## src/rtl/qapm_pkg.sv

```systemverilog
`default_nettype none
package qapm_pkg;

    localparam int CFG_NUM    = 8;
    localparam int CFG_IDX_W  = 4;
    localparam int CFG_SLOT_W = 3;

    localparam logic [CFG_SLOT_W-1:0] CFG_PITCH_P   = 3'd0;
    localparam logic [CFG_SLOT_W-1:0] CFG_PITCH_D   = 3'd1;
    localparam logic [CFG_SLOT_W-1:0] CFG_PITCH_I   = 3'd2;
    localparam logic [CFG_SLOT_W-1:0] CFG_ROLL_P    = 3'd3;
    localparam logic [CFG_SLOT_W-1:0] CFG_ROLL_D    = 3'd4;
    localparam logic [CFG_SLOT_W-1:0] CFG_ROLL_I    = 3'd5;
    localparam logic [CFG_SLOT_W-1:0] CFG_YAW_P     = 3'd6;
    localparam logic [CFG_SLOT_W-1:0] CFG_INT_LIMIT = 3'd7;

    localparam int IN_TDATA_W  = 152;
    localparam int OUT_TDATA_W = 48;
    localparam int DRIVE_W     = 11;

    typedef logic [15:0] t_gain;
    typedef logic [DRIVE_W-1:0] t_drive;

    localparam t_drive IDLE_DRIVE = 11'd2;

    // k*C/127 split as k*Q + round(k*R/127)
    localparam logic [16:0] SP_ANG_Q  = 17'd16;
    localparam logic [6:0]  SP_ANG_R  = 7'd16;
    localparam logic [16:0] SP_YAW_Q  = 17'd141;
    localparam logic [6:0]  SP_YAW_R  = 7'd13;
    localparam logic [16:0] THR_Q     = 17'd129007;
    localparam logic [6:0]  THR_R     = 7'd111;
    localparam logic [33:0] RECIP_127 = 34'd16514;
    localparam logic signed [27:0] THRUST_BASE = 28'sd95027200;
    localparam logic signed [24:0] DEADBAND    = 25'sd256;

    typedef enum logic [2:0] {
        ST_IDLE,
        ST_SP,
        ST_ERR,
        ST_MAC,
        ST_INT,
        ST_MIX
    } t_state;

    typedef enum logic [2:0] {
        TERM_PITCH_I,
        TERM_ROLL_I,
        TERM_PITCH_P,
        TERM_PITCH_D,
        TERM_ROLL_P,
        TERM_ROLL_D,
        TERM_YAW_P
    } t_term;

    localparam logic [2:0] TERM_COUNT = 3'd7;

    typedef struct packed {
        logic  load_in;
        logic  calc_sp;
        logic  calc_err;
        logic  mul_en;
        t_term mul_sel;
        logic  acc_en;
        t_term acc_sel;
        logic  add_int;
        logic  load_out;
    } t_dp_cmd;

    typedef struct packed {
        logic run;
        logic out_free;
    } t_dp_status;

    function automatic t_gain cfg_reset_val(input logic [CFG_SLOT_W-1:0] slot);
        t_gain v;
        case (slot)
            CFG_PITCH_P:   v = 16'd2560;
            CFG_PITCH_D:   v = 16'd512;
            CFG_PITCH_I:   v = 16'd26;
            CFG_ROLL_P:    v = 16'd3072;
            CFG_ROLL_D:    v = 16'd640;
            CFG_ROLL_I:    v = 16'd26;
            CFG_YAW_P:     v = 16'd1408;
            CFG_INT_LIMIT: v = 16'd25600;
            default:       v = 16'd0;
        endcase
        return v;
    endfunction

endpackage
`default_nettype wire

```

## src/rtl/qapm_ctrl.sv

```systemverilog
`default_nettype none
module qapm_ctrl (
    input  logic                 i_clk,
    input  logic                 i_rst_n,
    input  logic                 i_in_valid,
    output logic                 o_in_ready,
    output qapm_pkg::t_dp_cmd    o_cmd,
    input  qapm_pkg::t_dp_status i_status
);
    import qapm_pkg::*;

    t_state     r_state, n_state;
    logic [2:0] r_cnt, n_cnt;

    always_ff @(posedge i_clk) begin
        if (!i_rst_n) begin
            r_state <= ST_IDLE;
            r_cnt   <= 3'd0;
        end else begin
            r_state <= n_state;
            r_cnt   <= n_cnt;
        end
    end

    always_comb begin
        n_state    = r_state;
        n_cnt      = r_cnt;
        o_in_ready = 1'b0;
        o_cmd      = '0;
        case (r_state)
            ST_IDLE: begin
                o_in_ready = 1'b1;
                if (i_in_valid) begin
                    o_cmd.load_in = 1'b1;
                    n_state       = ST_SP;
                end
            end
            ST_SP: begin
                o_cmd.calc_sp = 1'b1;
                n_state       = i_status.run ? ST_ERR : ST_MIX;
            end
            ST_ERR: begin
                o_cmd.calc_err = 1'b1;
                n_cnt          = 3'd0;
                n_state        = ST_MAC;
            end
            ST_MAC: begin
                if (r_cnt != TERM_COUNT) begin
                    o_cmd.mul_en  = 1'b1;
                    o_cmd.mul_sel = t_term'(r_cnt);
                end
                if (r_cnt != 3'd0) begin
                    o_cmd.acc_en  = 1'b1;
                    o_cmd.acc_sel = t_term'(r_cnt - 3'd1);
                end
                if (r_cnt == TERM_COUNT) begin
                    n_state = ST_INT;
                end else begin
                    n_cnt = r_cnt + 3'd1;
                end
            end
            ST_INT: begin
                o_cmd.add_int = 1'b1;
                n_state       = ST_MIX;
            end
            ST_MIX: begin
                if (i_status.out_free) begin
                    o_cmd.load_out = 1'b1;
                    n_state        = ST_IDLE;
                end
            end
            default: begin
                n_state = ST_IDLE;
            end
        endcase
    end

endmodule
`default_nettype wire

```

## src/rtl/qapm_dp.sv

```systemverilog
`default_nettype none
module qapm_dp #(
    parameter int DRIVE_MAX = 2000
) (
    input  logic                                 i_clk,
    input  logic                                 i_rst_n,
    input  qapm_pkg::t_dp_cmd                    i_cmd,
    output qapm_pkg::t_dp_status                 o_status,
    input  logic [qapm_pkg::IN_TDATA_W-1:0]      i_in_data,
    input  logic                                 i_in_run,
    output logic                                 o_out_valid,
    input  logic                                 i_out_ready,
    output qapm_pkg::t_drive                     o_drive_a,
    output qapm_pkg::t_drive                     o_drive_b,
    output qapm_pkg::t_drive                     o_drive_c,
    output qapm_pkg::t_drive                     o_drive_d,
    input  logic                                 i_cfg_valid,
    input  logic [qapm_pkg::CFG_IDX_W-1:0]       i_cfg_index,
    input  logic [15:0]                          i_cfg_data
);
    import qapm_pkg::*;

    localparam logic [31:0] DRV_LIMIT = 32'(DRIVE_MAX);

    t_gain r_cfg [CFG_NUM];

    logic [7:0]         r_stick_pitch, r_stick_roll, r_stick_yaw, r_stick_thrust;
    logic signed [23:0] r_pitch_ang, r_roll_ang, r_rate_x, r_rate_y, r_rate_z;
    logic               r_run;

    logic signed [24:0] r_sp_p, r_sp_r, r_sp_y;
    logic signed [27:0] r_thr;
    logic signed [24:0] r_ep, r_er, r_ey;
    logic signed [41:0] r_prod;
    logic signed [23:0] r_pint, r_rint;
    logic signed [47:0] r_tp, r_tr, r_ty;
    logic               r_out_valid;
    t_drive             r_drive_a, r_drive_b, r_drive_c, r_drive_d;

    logic signed [8:0]  kp, kr, ky, kt;
    logic signed [24:0] ep_raw;
    t_gain              mul_gain;
    logic signed [24:0] mul_op;
    logic signed [41:0] mul_full;
    logic [23:0]        lim_full;
    logic signed [23:0] lim;
    logic signed [23:0] int_sel;
    logic signed [42:0] int_sum, int_next;
    logic signed [47:0] thr48, c0, c1, c2, c3;

    function automatic logic signed [27:0] sp_term(input logic signed [8:0] k,
                                                   input logic [16:0] qc,
                                                   input logic [6:0] rc);
        logic signed [27:0] base;
        logic signed [16:0] y;
        logic [15:0]        mag;
        logic [16:0]        t;
        logic [33:0]        p;
        logic [27:0]        q;
        base = 28'(k * $signed({1'b0, qc}));
        y    = 17'(k * $signed({1'b0, rc}));
        mag  = y[16] ? 16'(-y) : y[15:0];
        t    = {1'b0, mag} + 17'd63;
        p    = 34'(t) * RECIP_127;
        q    = 28'(p[28:21]);
        return y[16] ? base - $signed(q) : base + $signed(q);
    endfunction

    function automatic t_drive drive_of(input logic signed [47:0] c);
        logic [31:0] d;
        d = c[47:16];
        if (c[47]) begin
            return '0;
        end else if (d > DRV_LIMIT) begin
            return DRV_LIMIT[DRIVE_W-1:0];
        end else begin
            return d[DRIVE_W-1:0];
        end
    endfunction

    assign kp = 9'($signed({1'b0, r_stick_pitch}) - 9'sd128);
    assign kr = 9'($signed({1'b0, r_stick_roll}) - 9'sd128);
    assign ky = 9'($signed({1'b0, r_stick_yaw}) - 9'sd128);
    assign kt = 9'($signed({1'b0, r_stick_thrust}) - 9'sd128);

    assign ep_raw = r_sp_p - 25'(r_pitch_ang);

    always_comb begin
        case (i_cmd.mul_sel)
            TERM_PITCH_I: begin
                mul_gain = r_cfg[CFG_PITCH_I];
                mul_op   = r_ep;
            end
            TERM_ROLL_I: begin
                mul_gain = r_cfg[CFG_ROLL_I];
                mul_op   = r_er;
            end
            TERM_PITCH_P: begin
                mul_gain = r_cfg[CFG_PITCH_P];
                mul_op   = r_ep;
            end
            TERM_PITCH_D: begin
                mul_gain = r_cfg[CFG_PITCH_D];
                mul_op   = 25'(r_rate_z);
            end
            TERM_ROLL_P: begin
                mul_gain = r_cfg[CFG_ROLL_P];
                mul_op   = r_er;
            end
            TERM_ROLL_D: begin
                mul_gain = r_cfg[CFG_ROLL_D];
                mul_op   = 25'(r_rate_y);
            end
            TERM_YAW_P: begin
                mul_gain = r_cfg[CFG_YAW_P];
                mul_op   = r_ey;
            end
            default: begin
                mul_gain = '0;
                mul_op   = '0;
            end
        endcase
    end

    assign mul_full = 42'($signed({1'b0, mul_gain})) * 42'(mul_op);

    // integrator clamp
    assign lim_full = {r_cfg[CFG_INT_LIMIT], 8'h00};
    assign lim      = lim_full[23] ? 24'sh7FFFFF : $signed(lim_full);
    assign int_sel  = (i_cmd.acc_sel == TERM_PITCH_I) ? r_pint : r_rint;
    assign int_sum  = 43'(int_sel) + 43'(r_prod);

    always_comb begin
        if (int_sum > 43'(lim)) begin
            int_next = 43'(lim);
        end else if (int_sum < -43'(lim)) begin
            int_next = -43'(lim);
        end else begin
            int_next = int_sum;
        end
    end

    // mixer
    assign thr48 = 48'(r_thr);
    assign c0 = thr48 + r_tp + r_tr - r_ty;
    assign c1 = thr48 - r_tp + r_tr + r_ty;
    assign c2 = thr48 + r_tp - r_tr + r_ty;
    assign c3 = thr48 - r_tp - r_tr - r_ty;

    always_ff @(posedge i_clk) begin
        if (!i_rst_n) begin
            for (int i = 0; i < CFG_NUM; i++) begin
                r_cfg[i] <= cfg_reset_val(CFG_SLOT_W'(i));
            end
            r_pint      <= '0;
            r_rint      <= '0;
            r_out_valid <= 1'b0;
        end else begin
            if (i_cfg_valid && (i_cfg_index < CFG_IDX_W'(CFG_NUM))) begin
                r_cfg[i_cfg_index[CFG_SLOT_W-1:0]] <= i_cfg_data;
            end
            if (i_cmd.acc_en && (i_cmd.acc_sel == TERM_PITCH_I)) begin
                r_pint <= 24'(int_next);
            end
            if (i_cmd.acc_en && (i_cmd.acc_sel == TERM_ROLL_I)) begin
                r_rint <= 24'(int_next);
            end
            if (i_cmd.load_out) begin
                r_out_valid <= 1'b1;
            end else if (i_out_ready) begin
                r_out_valid <= 1'b0;
            end
        end
    end

    always_ff @(posedge i_clk) begin
        if (i_cmd.load_in) begin
            r_stick_pitch  <= i_in_data[7:0];
            r_stick_roll   <= i_in_data[15:8];
            r_stick_yaw    <= i_in_data[23:16];
            r_stick_thrust <= i_in_data[31:24];
            r_pitch_ang    <= $signed(i_in_data[55:32]);
            r_roll_ang     <= $signed(i_in_data[79:56]);
            r_rate_x       <= $signed(i_in_data[103:80]);
            r_rate_y       <= $signed(i_in_data[127:104]);
            r_rate_z       <= $signed(i_in_data[151:128]);
            r_run          <= i_in_run;
        end
        if (i_cmd.calc_sp) begin
            r_sp_p <= 25'(sp_term(kp, SP_ANG_Q, SP_ANG_R));
            r_sp_r <= 25'(sp_term(kr, SP_ANG_Q, SP_ANG_R));
            r_sp_y <= 25'(-sp_term(ky, SP_YAW_Q, SP_YAW_R));
            r_thr  <= THRUST_BASE - sp_term(kt, THR_Q, THR_R);
        end
        if (i_cmd.calc_err) begin
            r_ep <= ((ep_raw <= DEADBAND) && (ep_raw >= -DEADBAND)) ? '0 : ep_raw;
            r_er <= r_sp_r - 25'(r_roll_ang);
            r_ey <= r_sp_y - 25'(r_rate_x);
        end
        if (i_cmd.mul_en) begin
            r_prod <= mul_full;
        end
        if (i_cmd.acc_en) begin
            case (i_cmd.acc_sel)
                TERM_PITCH_P: r_tp <= 48'(r_prod);
                TERM_PITCH_D: r_tp <= r_tp - 48'(r_prod);
                TERM_ROLL_P:  r_tr <= 48'(r_prod);
                TERM_ROLL_D:  r_tr <= r_tr - 48'(r_prod);
                TERM_YAW_P:   r_ty <= 48'(r_prod);
                default: begin
                end
            endcase
        end
        if (i_cmd.add_int) begin
            r_tp <= r_tp + 48'(r_pint);
            r_tr <= r_tr + 48'(r_rint);
        end
        if (i_cmd.load_out) begin
            r_drive_a <= r_run ? drive_of(c0) : IDLE_DRIVE;
            r_drive_b <= r_run ? drive_of(c1) : IDLE_DRIVE;
            r_drive_c <= r_run ? drive_of(c2) : IDLE_DRIVE;
            r_drive_d <= r_run ? drive_of(c3) : IDLE_DRIVE;
        end
    end

    assign o_status.run      = r_run;
    assign o_status.out_free = !r_out_valid || i_out_ready;
    assign o_out_valid       = r_out_valid;
    assign o_drive_a         = r_drive_a;
    assign o_drive_b         = r_drive_b;
    assign o_drive_c         = r_drive_c;
    assign o_drive_d         = r_drive_d;

endmodule
`default_nettype wire

```

## src/rtl/quad_attitude_pid_mixer.sv

```systemverilog
// a running word passes the setpoint, error, multiply, integrator and mix states,
// a paused word only setpoint and mix; a new word is accepted only after the last
// one is mixed; the single multiplier takes the seven gain products one per cycle
// reset: synchronous active low, restores the gain registers and clears both integrators
// the result register holds a word until taken while the next word is being worked on
`default_nettype none
module quad_attitude_pid_mixer #(
    parameter int DRIVE_MAX = 2000
) (
    input  logic                                 i_clk,
    input  logic                                 i_rst_n,
    input  logic                                 s_axis_tvalid,
    output logic                                 s_axis_tready,
    // stick_pitch, stick_roll, stick_yaw, stick_thrust, pitch_ang, roll_ang,
    // rate_x, rate_y, rate_z
    input  logic [qapm_pkg::IN_TDATA_W-1:0]      s_axis_tdata,
    // run_enable
    input  logic                                 s_axis_tuser,
    output logic                                 m_axis_tvalid,
    input  logic                                 m_axis_tready,
    // drive_a, drive_b, drive_c, drive_d, zero pad
    output logic [qapm_pkg::OUT_TDATA_W-1:0]     m_axis_tdata,
    input  logic                                 i_cfg_valid,
    output logic                                 o_cfg_ready,
    input  logic [qapm_pkg::CFG_IDX_W-1:0]       i_cfg_index,
    input  logic [15:0]                          i_cfg_data
);
    import qapm_pkg::*;

    t_dp_cmd    cmd;
    t_dp_status status;
    t_drive     drive_a, drive_b, drive_c, drive_d;

    qapm_ctrl u_ctrl (
        .i_clk      (i_clk),
        .i_rst_n    (i_rst_n),
        .i_in_valid (s_axis_tvalid),
        .o_in_ready (s_axis_tready),
        .o_cmd      (cmd),
        .i_status   (status)
    );

    qapm_dp #(
        .DRIVE_MAX (DRIVE_MAX)
    ) u_dp (
        .i_clk       (i_clk),
        .i_rst_n     (i_rst_n),
        .i_cmd       (cmd),
        .o_status    (status),
        .i_in_data   (s_axis_tdata),
        .i_in_run    (s_axis_tuser),
        .o_out_valid (m_axis_tvalid),
        .i_out_ready (m_axis_tready),
        .o_drive_a   (drive_a),
        .o_drive_b   (drive_b),
        .o_drive_c   (drive_c),
        .o_drive_d   (drive_d),
        .i_cfg_valid (i_cfg_valid),
        .i_cfg_index (i_cfg_index),
        .i_cfg_data  (i_cfg_data)
    );

    assign o_cfg_ready  = 1'b1;
    assign m_axis_tdata = {4'b0000, drive_d, drive_c, drive_b, drive_a};

endmodule
`default_nettype wire
```

## config.mk

```make
export PLATFORM = sky130hd
export DESIGN_NAME = quad_attitude_pid_mixer
export DESIGN_NICKNAME = d
export VERILOG_FILES = /design/src/rtl/qapm_pkg.sv /design/src/rtl/qapm_ctrl.sv /design/src/rtl/qapm_dp.sv /design/src/rtl/quad_attitude_pid_mixer.sv
export SDC_FILE = /design/constraint.sdc
export NUM_CORES = 2
export LEC_CHECK = 0
export ABC_AREA = 1
export BUFFER_PORTS_ARGS = -buffer_cell sky130_fd_sc_hd__buf_2
export CAP_MARGIN = 25
export CORE_UTILIZATION = 60
export CTS_CLUSTER_SIZE = 28
export DETAILED_ROUTE_END_ITERATION = 6
export GPL_TIMING_DRIVEN = 0
export HOLD_SLACK_MARGIN = 0.03
export PLACE_DENSITY_LB_ADDON = 0.12
export SLEW_MARGIN = 20
export SYNTH_ARGS = -nofsm -noshare
export SYNTH_HDL_FRONTEND = slang
export SYNTH_HIERARCHICAL = 1
export SYNTH_SLANG_ARGS = --single-unit
```

## constraint.sdc

```tcl
create_clock -name i_clk -period 11.1 [get_ports i_clk]
set_clock_uncertainty 0.1 [all_clocks]
set_input_delay 0.555 -clock i_clk [delete_from_list [all_inputs] [get_ports i_clk]]
set_output_delay 0.555 -clock i_clk [all_outputs]
set_load 0.02 [all_outputs]
```

==> reports/qor.txt <==
Post-route design area: 111000 sq um
Clk_lat worst skew: 0.76 ns
Average wire per standard cell: 22.3 um
Mapped Area: 99200 sq um
CP max stage cell: fa_1
Async SR Flop Fraction: 0
Final Hold Slack: 0.121 ns
Worst-Margin Slew: 1.22 ns
CP top delay family: adder cells
Setup violators final: 5
Initial DRC Count: 8957
Post-synth cell types: 90
Full die area: 167000 sq um
Post-route ant nets: 0
Drt via density: 6.00
Setup crit end kind: register
Synth top area cells: edfxtp_1, ha_1, fa_1, inv_1, nand2_1
Number of global-route vias before repair: 94600
Chip Height: 409 um
Primary FF master, synth: edfxtp_1
Fin worst setup slack: -0.142 ns
WL final: 353 mm
CP bufs+invs: 12
Ys Warns: 6
Cell count after synthesis: 12900
Failing checks: setup timing
HPWL Detailed: 283 mm
Reg clk slew, reported paths: 0.06 ns
Global-route wire length before repair: 525 mm
RSZ-0062 raised after global routing: true
CTS Buf Count: 85
Commonest cells in the synthesized netlist: inv_1, nand2_1, nor2_1
Worst hold path class: input port to register
CTS root buf: clkbuf_16
CTS tree: done
Seq/Total Area, Yosys: 0.211
Yosys reg bits: 716
Reg2Reg Depth: 65
Gr usage total: 0.407
Post-synth top area share: 0.200
Period utilization: 1.01
WP depth: 65
GRT overflow: 0
Max Slew Vio Count: 0
CP required: 11.49 ns
Critical Path Sink: u_dp/r_thr[27]$_DFFE_PP_
CP arrival: 11.64 ns
Number of synthesized flops with an enable pin: 661
Layout cells sized above 1: 0.0795
Worst path most repeated cell: nand2_2
Layout area overhead: 12.2%
Kind of critical path: register to register
PortBufs: 223
Setup TNS: -0.453 ns
GPL Wtd Cong: 1.09
Yosys top cell by area: edfxtp_1
Critical path launch point: u_dp/r_stick_thrust[3]$_DFFE_PP_
Fillers: 13400
Post-DP Area: 104000 sq um
Clock sink count: 716
Starting density of the core: 0.607
Number of remaining DRC errors: 0
Antenna violations before repair: 4
Hold Startpoint: i_cfg_index[2]
Count leader, synth: inv_1
CP Launch Type: register
Io pins: 229
CTS Buffer Depth: 3
Pre-Repair DR Iteration Count: 7
Largest net degree at the start of global routing: 61
RR Endpoint: u_dp/r_thr[27]$_DFFE_PP_
Nets@finish: 15600
Die W: 409 um
Max Cap Viol: 0
Vias post-DR: 94600
Reg2reg setup slack: -0.14 ns
Tmin final: 11.24 ns
Pre-CTS setup slack: -2.04 ns
Slowest stage delay, CP: 0.59 ns
Fmax achieved: 0.0890 GHz
FP Rows: 148
Syn_area_per_cell: 7.71 sq um
Max H-tree Level: 3
Core Area: 163000 sq um
CP Max Fanout: 5
Outcome: finished with violations
Slew headroom: 0.190
Worst r2r src: u_dp/r_stick_thrust[3]$_DFFE_PP_
Final count of hold timing violations: 0
sequential cells by signal (all words and copies together) (netlist names), 25 cells and up:
name,count
u_dp/r_cfg,128
u_dp/r_tp,48
u_dp/r_tr,48
u_dp/r_prod,42
u_dp/r_ty,42
u_dp/r_thr,28
u_dp/r_ep,25
u_dp/r_er,25
u_dp/r_ey,25
u_dp/r_sp_y,25
worst min path at each step:
stage,endpoint,slack [ns],cells past startpoint
detailed placement,u_ctrl/r_cnt[1]$_SDFFE_PN0P_,0.41,2
floorplan,u_dp/r_ty[10]$_DFFE_PP_,0.36,0
global route,u_dp/r_cfg[1][9]$_SDFFCE_PN1P_,0.11,3
finish,u_dp/r_cfg[1][9]$_SDFFCE_PN1P_,0.12,3
global placement,u_ctrl/r_cnt[1]$_SDFFE_PN0P_,0.39,2
CTS,u_dp/r_cfg[1][9]$_SDFFCE_PN1P_,0.09,3
timing repair:
item | in CTS | in global routing
hold endpoints to repair | 160 | 0
hold buffers | 155 | 0
pin swaps | 32 | 148
resized for setup | 106 | 321
endpoints found under the setup margin | 33 | 36
buffers inserted | 41 | 80
gates cloned | 0 | 1
final cells by class:
cell class | count | area, sq um | share of cell area
plain buffers | 211 | 930 | 0.00835
repair buffers | 540 | 4270 | 0.0383
inverters | 2377 | 8960 | 0.0805
clock inverters | 65 | 692 | 0.00622
diodes | 5 | 12.5 | 0.000112
multi-input cells | 9595 | 70600 | 0.634
clock buffers | 92 | 2160 | 0.0194
well taps | 2175 | 2720 | 0.0244
flip-flops and latches | 716 | 21000 | 0.188
worst register-to-register path: cells and delay by family (launching register included):
family / cells / cell delay (ns)
flip-flops: 1 / 0.35
buffers and inverters: 12 / 1.42
XOR/XNOR: 3 / 0.52
AND/OR/NAND/NOR: 29 / 3.17
adder cells (fa/ha/maj): 12 / 4.09
AO/OA/AOI/OAI: 9 / 1.37
per-stage QoR:
| stage | utilization | instances |
|---|---|---|
| final | 0.681 | 15800 |
| after global routing | 0.681 | 15800 |
| after CTS | 0.668 | 15700 |
| after detailed placement | 0.636 | 15300 |
| after global placement | 0.631 | 15300 |
| after floorplan | - | 12900 |
cell usage in the layout, fill, tap and decap left out, drive strengths merged, types with 27 or more instances in the layout:
master	count
a211oi	30
a21boi	43
a21o	42
a21oi	1213
a22o	41
a31oi	108
and3	27
buf	419
clkbuf	269
clkinv	43
conb	38
dfxtp	55
dlygate4sd3	155
edfxtp	661
fa	672
ha	1249
inv	2377
nand2	2213
nand3	396
nand4	134
nor2	1299
nor3	162
nor4	54
o211ai	45
o21a	104
o21ai	704
o21bai	51
o221ai	33
or2	33
xnor2	229
xor2	491
cells by family (layout without fill, tap and decap cells):
group,Yosys count,after routing,share of synthesized area
buf+inv,2591,3285,0.0991
xor+xnor,720,720,0.0643
compound gates,2543,2543,0.147
fa+ha+maj,1921,1921,0.293
simple gates,4373,4373,0.185
other cells,4,43,0.000151
flops,716,716,0.211
layer usage:
metal,GRT usage,routed length (um),up-vias
met4,0.289,30600,4
met5,0,69,-
met1,0.467,128000,44800
li1,-,-,43600
met2,0.699,167000,4849
met3,0.0541,27100,1376
Power is left out: the tool's default activity adds up to more than one toggle a clock period on the data nets, which glitch-free logic cannot reach.
